===== src/hdl/rgbasc_pkg.sv =====
`timescale 1ns / 1ps

package rgbasc_pkg;

  // Pixel and result widths
  localparam int unsigned ChanW  = 8;
  localparam int unsigned SumW   = 10;
  localparam int unsigned GlyphW = 7;
  localparam int unsigned ClassW = 3;

  // Grey threshold after reset
  localparam logic [ChanW-1:0] GreyThrReset = 8'd20;

  // Brightness ramp " .:;=$%@#8W", one step per 75 of r+g+b
  localparam int unsigned RampLen   = 11;
  localparam int unsigned GlyphStep = 75;
  localparam int unsigned RampIdxW  = $clog2(RampLen);
  localparam logic [GlyphW-1:0] GlyphRamp [RampLen] = '{
    7'd32, 7'd46, 7'd58, 7'd59, 7'd61, 7'd36, 7'd37, 7'd64, 7'd35, 7'd56, 7'd87
  };

  // Color classes
  typedef enum logic [ClassW-1:0] {
    ClrGrey    = 3'd0,
    ClrRed     = 3'd1,
    ClrYellow  = 3'd2,
    ClrGreen   = 3'd3,
    ClrCyan    = 3'd4,
    ClrBlue    = 3'd5,
    ClrMagenta = 3'd6
  } color_e;

  typedef struct packed {
    logic [ChanW-1:0] red_in;
    logic [ChanW-1:0] green_in;
    logic [ChanW-1:0] blue_in;
  } pixel_t;

  typedef struct packed {
    logic [GlyphW-1:0] glyph_code;
    logic [ClassW-1:0] color_class;
  } glyph_t;

  // Ramp lookup: index is the number of full steps in the sum (0..10)
  function automatic logic [GlyphW-1:0] glyph_of(input logic [SumW-1:0] sum);
    logic [RampIdxW-1:0] idx;
    idx = '0;
    for (int k = 1; k < RampLen; k++) begin
      if (sum >= SumW'(GlyphStep * k)) idx = RampIdxW'(k);
    end
    return GlyphRamp[idx];
  endfunction

endpackage


===== src/hdl/rgb_pixel_to_ascii_glyph_color.sv =====
`timescale 1ns / 1ps

// Channel  | Signals                              | Dir | Item
// ---------+--------------------------------------+-----+---------------------------
// in       | in_valid_i, in_stall_o, in_item_i    | in  | pixel_t (r, g, b)
// out      | out_valid_o, out_stall_i, out_item_o | out | glyph_t (glyph, class)
// cfg      | cfg_we_i, cfg_wdata_i                | in  | grey threshold, 8 bits
//
// Three register stages: compares and sum, max/min/diff and glyph lookup,
// hue rounding into the output register. One item per cycle is accepted
// as long as the output side keeps taking results. Reset clears the stage
// valid bits and loads the grey threshold with 20. Each stage holds while
// the one after it is full and stalled; empty stages fill, so in_stall_o
// rises only when all three stages hold an item.

module rgb_pixel_to_ascii_glyph_color (
  input  logic                          clk_i,
  input  logic                          rst_ni,
  input  logic                          in_valid_i,
  output logic                          in_stall_o,
  input  rgbasc_pkg::pixel_t            in_item_i,
  output logic                          out_valid_o,
  input  logic                          out_stall_i,
  output rgbasc_pkg::glyph_t            out_item_o,
  input  logic                          cfg_we_i,
  input  logic [rgbasc_pkg::ChanW-1:0]  cfg_wdata_i
);
  import rgbasc_pkg::*;

  // Which channel carries the maximum (ties go to red, then green)
  typedef enum logic [1:0] {
    MaxRed   = 2'd0,
    MaxGreen = 2'd1,
    MaxBlue  = 2'd2
  } max_sel_e;

  typedef struct packed {
    logic g_gt_r;
    logic b_gt_r;
    logic b_gt_g;
    logic g_lt_r;
    logic b_lt_r;
    logic b_lt_g;
  } cmp_t;

  // Configuration
  logic [ChanW-1:0] thr_q;

  // Stage A
  logic             va_q;
  pixel_t           pix_a_q;
  logic [SumW-1:0]  sum_a_q;
  cmp_t             cmp_a_q;

  // Stage B
  logic              vb_q;
  logic [ChanW-1:0]  d_b_q;
  logic signed [ChanW:0] diff_b_q;
  max_sel_e          sel_b_q;
  logic [GlyphW-1:0] glyph_b_q;

  // Output stage
  logic   vo_q;
  glyph_t out_q;

  // Stage enables
  logic en_a, en_b, en_o;

  assign en_o       = !vo_q || !out_stall_i;
  assign en_b       = !vb_q || en_o;
  assign en_a       = !va_q || en_b;
  assign in_stall_o = !en_a;

  assign out_valid_o = vo_q;
  assign out_item_o  = out_q;

  // Threshold register
  always_ff @(posedge clk_i or negedge rst_ni) begin
    if (!rst_ni) begin
      thr_q <= GreyThrReset;
    end else if (cfg_we_i) begin
      thr_q <= cfg_wdata_i;
    end
  end

  // Valid bits
  always_ff @(posedge clk_i or negedge rst_ni) begin
    if (!rst_ni) begin
      va_q <= 1'b0;
      vb_q <= 1'b0;
      vo_q <= 1'b0;
    end else begin
      if (en_a) va_q <= in_valid_i;
      if (en_b) vb_q <= va_q;
      if (en_o) vo_q <= vb_q;
    end
  end

  // Stage A: channel compares and brightness sum
  cmp_t            cmp_d;
  logic [SumW-1:0] sum_d;

  always_comb begin
    cmp_d.g_gt_r = in_item_i.green_in > in_item_i.red_in;
    cmp_d.b_gt_r = in_item_i.blue_in  > in_item_i.red_in;
    cmp_d.b_gt_g = in_item_i.blue_in  > in_item_i.green_in;
    cmp_d.g_lt_r = in_item_i.green_in < in_item_i.red_in;
    cmp_d.b_lt_r = in_item_i.blue_in  < in_item_i.red_in;
    cmp_d.b_lt_g = in_item_i.blue_in  < in_item_i.green_in;
    sum_d = SumW'(in_item_i.red_in) + SumW'(in_item_i.green_in)
          + SumW'(in_item_i.blue_in);
  end

  always_ff @(posedge clk_i) begin
    if (en_a) begin
      pix_a_q <= in_item_i;
      sum_a_q <= sum_d;
      cmp_a_q <= cmp_d;
    end
  end

  // Stage B: max, min, spread, hue difference, glyph
  max_sel_e              sel_d;
  logic [ChanW-1:0]      mx, mn;
  logic signed [ChanW:0] diff_d;

  always_comb begin
    if (!cmp_a_q.g_gt_r && !cmp_a_q.b_gt_r) begin
      sel_d = MaxRed;
    end else if (!cmp_a_q.b_gt_g) begin
      sel_d = MaxGreen;
    end else begin
      sel_d = MaxBlue;
    end

    if (!cmp_a_q.g_lt_r && !cmp_a_q.b_lt_r) begin
      mn = pix_a_q.red_in;
    end else if (!cmp_a_q.b_lt_g) begin
      mn = pix_a_q.green_in;
    end else begin
      mn = pix_a_q.blue_in;
    end

    unique case (sel_d)
      MaxRed: begin
        mx     = pix_a_q.red_in;
        diff_d = $signed({1'b0, pix_a_q.green_in}) - $signed({1'b0, pix_a_q.blue_in});
      end
      MaxGreen: begin
        mx     = pix_a_q.green_in;
        diff_d = $signed({1'b0, pix_a_q.blue_in}) - $signed({1'b0, pix_a_q.red_in});
      end
      default: begin
        mx     = pix_a_q.blue_in;
        diff_d = $signed({1'b0, pix_a_q.red_in}) - $signed({1'b0, pix_a_q.green_in});
      end
    endcase
  end

  always_ff @(posedge clk_i) begin
    if (en_b) begin
      d_b_q     <= mx - mn;
      diff_b_q  <= diff_d;
      sel_b_q   <= sel_d;
      glyph_b_q <= glyph_of(sum_a_q);
    end
  end

  // Output stage: round hue to a sector.
  // With |diff| <= d the rounded offset is -1, 0 or +1 from the base sector:
  // t = 2*diff + d; below zero steps back, at or above 2*d steps forward.
  logic signed [ChanW+2:0] t;
  logic                    step_back, step_fwd;
  color_e                  cls;

  always_comb begin
    t = $signed({diff_b_q[ChanW], diff_b_q, 1'b0})
      + $signed({3'b000, d_b_q});
    step_back = t[ChanW+2];
    step_fwd  = !t[ChanW+2] && (t[ChanW+1:0] >= {1'b0, d_b_q, 1'b0});

    if (d_b_q <= thr_q) begin
      cls = ClrGrey;
    end else begin
      unique case (sel_b_q)
        MaxRed:   cls = step_back ? ClrMagenta : (step_fwd ? ClrYellow  : ClrRed);
        MaxGreen: cls = step_back ? ClrYellow  : (step_fwd ? ClrCyan    : ClrGreen);
        default:  cls = step_back ? ClrCyan    : (step_fwd ? ClrMagenta : ClrBlue);
      endcase
    end
  end

  always_ff @(posedge clk_i) begin
    if (en_o) begin
      out_q.glyph_code  <= glyph_b_q;
      out_q.color_class <= cls;
    end
  end

`ifndef ASSERT_OFF
  // A full pipeline under output stall must push back on the input
  a_full_stall: assert property (@(posedge clk_i) disable iff (!rst_ni)
    (va_q && vb_q && vo_q && out_stall_i) |-> in_stall_o)
    else $error("full stalled pipeline accepted an item");

  // An empty first stage always takes an item
  a_empty_take: assert property (@(posedge clk_i) disable iff (!rst_ni)
    !va_q |-> !in_stall_o)
    else $error("input stalled with empty first stage");

  // An item in stage B moves on to the output when the output is free
  a_advance: assert property (@(posedge clk_i) disable iff (!rst_ni)
    (vb_q && !vo_q) |=> vo_q)
    else $error("item lost between stage B and output");

  // Delivered class is always a defined code
  a_class_range: assert property (@(posedge clk_i) disable iff (!rst_ni)
    out_valid_o |-> (out_item_o.color_class != 3'd7))
    else $error("undefined color class");
`endif

endmodule


===== config.mk =====
export PLATFORM = sky130hd
export DESIGN_NAME = rgb_pixel_to_ascii_glyph_color
export DESIGN_NICKNAME = d
export VERILOG_FILES = /design/src/hdl/rgbasc_pkg.sv /design/src/hdl/rgb_pixel_to_ascii_glyph_color.sv
export SDC_FILE = /design/constraint.sdc
export NUM_CORES = 1
export LEC_CHECK = 0
export ABC_CLOCK_PERIOD_IN_PS = 3100
export BUFFER_PORTS_ARGS = -buffer_cell sky130_fd_sc_hd__buf_2
export CAP_MARGIN = 15
export CORE_MARGIN = 5
export CORE_UTILIZATION = 45
export DETAILED_ROUTE_END_ITERATION = 8
export PLACE_DENSITY = 0.65
export SETUP_SLACK_MARGIN = 0.05
export SYNTH_ARGS = -nofsm -noshare
export SYNTH_HDL_FRONTEND = slang
export SYNTH_SLANG_ARGS = --single-unit

===== constraint.sdc =====
create_clock -name clk_i -period 3.1 [get_ports clk_i]
set_input_delay 0.155 -clock clk_i [delete_from_list [all_inputs] [get_ports clk_i]]
set_output_delay 0.155 -clock clk_i [all_outputs]
set_load 0.01 [all_outputs]

==> summary.md <==
| Metric | Value |
|---|---|
| Status | finished clean |
| Die area | 0.01723 mm^2 |
| Hold/Removal Path Class | input pin to flip-flop |
| Final setup fails | 0 |
| Netlist cell types | 60 |
| Fraction of layout cells with a size suffix above 1 | between 10 and 15% |
| CTS buffer count | 9 |
| WHS | around 0.011 ns |
| Reg power frac | between 30 and 40% |
| RD Place Congestion | slightly below 0.9 |
| CTS root buf | clkbuf_16 |
| Starting Density | approximately 46% |
| N_diodes | 0 |
| Critical path origin | d_b_q[1]$_DFFE_PP_ |
| CTS sink count | between 80 and 90 |
| Row count | 44 |
| Period Utilization, post-route | 97.48% |
| Tmin final | between 3 and 4 ns |
| Hold path startpoint | in_item_i[0] |
| Routed WL | ~13000 um |
| Core area | approximately 0.014 mm^2 |
| Internal power | between 3000 and 4000 uW |
| Worst-Skew Late Latency | 0.34 ns |
| Final net count | between 800 and 900 |
| Max Freq | between 300 and 400 MHz |
| Syn avg cell area | around 10 um^2 |
| Psw | ~2100 uW |
| Initial antenna violation count | 0 |
| Required @ worst endpoint | between 3 and 4 ns |
| Nature of the critical path endpoint | flip-flop |
| H-tree depth | 3 |
| Leading area contributor after synthesis | edfxtp_1 |
| First-pass GRT wire length | about 22000 um |
| Die Y-Extent | 131.3 um |
| # DRC | 0 |
| IO Pins | 49 |
| Final Non-Filler Cells | approximately 910 |
| Seq/Total Area, Yosys | between 30 and 40% |
| Vias | between 4k and 5k |
| CP Cell Sequence | ha_4, inv_2, fa_2, nor2b_2, o31a_1, o21a_1, nor2_2, xnor2_1, ha_1, o21a_1, a211oi_4, nor2_1, o31a_1 |
| Layout Skew | around 0.0067 ns |
| Initial drt markers | 162 |
| Hold Vio Cnt, Final | 0 |
| Gate power share | 46.9% |
| Worst-Margin Slew | approximately 0.56 ns |
| Clk slew on worst S/H paths | around 0.07 ns |
| Dpl hpwl | roughly 11000 um |
| DR pass1 iterations | 4 |
| WL/cell | between 10 and 15 um |
| Pleak | about 0.0034 uW |
| Max capacitance violation total | 0 |
| Syn-to-layout area delta | 12.78% |
| Vias in the first global route | roughly 4.8k |
| TritonCTS clock tree | done |
| PwrDens | around 770 mW/mm^2 |
| Port Buffers | 48 |
| Largest net degree at the start of global routing | 43 |
| Post-synth ARST share | between 10% and 20% |
| CTS Buffer Depth | 2 |
| Synth top area cells | edfxtp_1 34%, ha_1 16%, inv_1 5.1% |
| Seq cells post-synth | slightly below 90 |
| Most numerous cell in the Yosys netlist | inv_1 |
| Sw frac | around 37% |
| Die width | approximately 130 um |
| Final ANT Viol Nets | 0 |
| Max incr delay on CP | between 0.4 and 0.5 ns |
| Critical path class | flip-flop to flip-flop |
| DP Cell Count | around 900 |
| Mapped cell area | 0.006618 mm^2 |
| Top FF cell, synth | edfxtp_1 |
| Maximum vdd drop | ~0.00034 V |
| Slowest CP cell | edfxtp_1 |
| YS warnings | 0 |
| Tot GR Track Use | ~16% |
| Via density | ~5.4 |
| Clk pwr share | between 10% and 20% |
| Syn nets | about 790 |
| Most frequent cells after synthesis | 90 x inv_1, 84 x ha_1, 76 x edfxtp_1 |
| Unrepaired setup endpoints after global routing | yes |
| Worst r2r src | d_b_q[1]$_DFFE_PP_ |
| Yosys top cell area share | approximately a third |
| Slew Limit Fails | 0 |
| Nature of the critical path startpoint | flip-flop |
| Crit path DAT | roughly 3.1 ns |
| Total congestion overflow | 0 |
| Mapped Cells | ~660 |
| Worst Path Max Fanout | 4 |
| Rel. slew slack | about 63% |
| Post-synth EDFFs | 76 |
==> cells by family after synthesis <==
kind of cell	after synthesis	synth area share, %
compound gates	169	16.53
simple gates	151	11.10
buf+inv	103	6.523
fa+ha+maj	98	20.12
flops	87	38.68
xor+xnor	28	3.706
mux	22	3.347
==> placed cells by master, fill, tap and decap left out, types with 3 or more instances in the layout <==
master / instances
nand3_1: 9
o21ai_1: 3
inv_1: 89
edfxtp_1: 76
xor2_1: 9
a21boi_0: 3
ha_1: 82
o211ai_1: 7
nor3_1: 7
mux2i_1: 21
o31a_1: 3
dfrtp_1: 9
nand2b_1: 15
nor2_1: 44
nand4_1: 8
xnor2_1: 19
nor2b_1: 15
a21oi_1: 37
fa_1: 13
o21ai_0: 48
a211oi_1: 9
a31oi_1: 5
clkbuf_16: 9
a21o_1: 18
nand2_1: 38
buf_2: 48
o21a_1: 10
buf_4: 14
==> path summary, 6_finish.rpt <==
check                                         endpoint  slack (ns)  depth (start not counted)
setup / recovery           out_item_o[2]$_SDFFCE_PP0P_        0.08                         13
hold / removal                    pix_a_q[0]$_DFFE_PN_        0.01                          1
setup reg to reg           out_item_o[2]$_SDFFCE_PP0P_        0.08                         13
hold reg to reg                out_item_o[8]$_DFFE_PP_        0.42                          0
max in group asynchronous         thr_q[2]$_DFFE_PN1P_        2.61                          2
min in group asynchronous         thr_q[7]$_DFFE_PN0P_        0.22                          2
==> power by group through the flow <==
stage | combinational, uW | sequential [uW] | clock [uW]
2_1_floorplan | 2020 | 1870 | 0
3_3_place_gp | 2420 | 1940 | 0
3_5_place_dp | 2510 | 1960 | 0
4_1_cts | 2620 | 1930 | 1120
5_1_grt | 3040 | 1980 | 1170
6_report | 2690 | 1940 | 1090
==> sequential cells by signal, summed over array words and instances (netlist names) <==
signal       count
cmp_a_q          6
d_b_q            8
diff_b_q         9
glyph_b_q        7
out_item_o      10
out_valid_o      1
pix_a_q         24
sel_b_q          2
sum_a_q         10
thr_q            8
va_q             1
vb_q             1
==> per-layer routing <==
metal	track usage [%]	wire, um	up-vias	part of all wire (%)
li1	-	-	2466	-
met1	19.53	5851	2285	44
met2	27.77	6796	96	51
met3	2.408	495	16	3.7
met4	4.800	211	0	1.6
met5	0	0	-	0
==> area by class of cell <==
type / instances / area (um^2)
clock inverter: 6 / 76.32
clock buffer: 10 / 229.0
multi-input combinational: 468 / 3675
tap: 184 / 230.2
sequential: 87 / 2560
fill: 1299 / 7015
inverter: 90 / 337.8
timing repair buffer: 63 / 355.3
==> stage by stage <==
step / cell area, um^2 / total power [uW] / utilization [%] / setup WS, ns / TNS [ns]
after floorplan: 6618 / 3890 / - / 0.2065 / 0
after global routing: 7463 / 6194 / 51.55 / -0.06120 / -0.1005
after detailed placement: 7062 / 4470 / 48.77 / -0.05011 / -0.05011
final: 7463 / 5721 / 51.55 / 0.07806 / 0
after CTS: 7410 / 5672 / 51.18 / 0.06349 / 0
after global placement: 7062 / 4362 / 48.77 / 0.08127 / 0
==> critical path, delay by kind of cell (launching register included) <==
kind | cells | cell delay (ns)
and+or+nand+nor | 3 | 0.25
adders and majority gates | 3 | 0.65
buffers and inverters | 1 | 0.05
AOI/OAI and AO/OA | 5 | 1.27
DFF | 1 | 0.43
xor gates and xnor gates | 1 | 0.13
==> timing repair <==
item	4_1_cts	5_1_grt
resized for setup	5	7
hold endpoints to repair	11	0
endpoints found under the setup margin	2	2
pin swaps	2	5
hold buffers	1	0
setup buffers	2	3
Power figures use the tool's default switching activity.
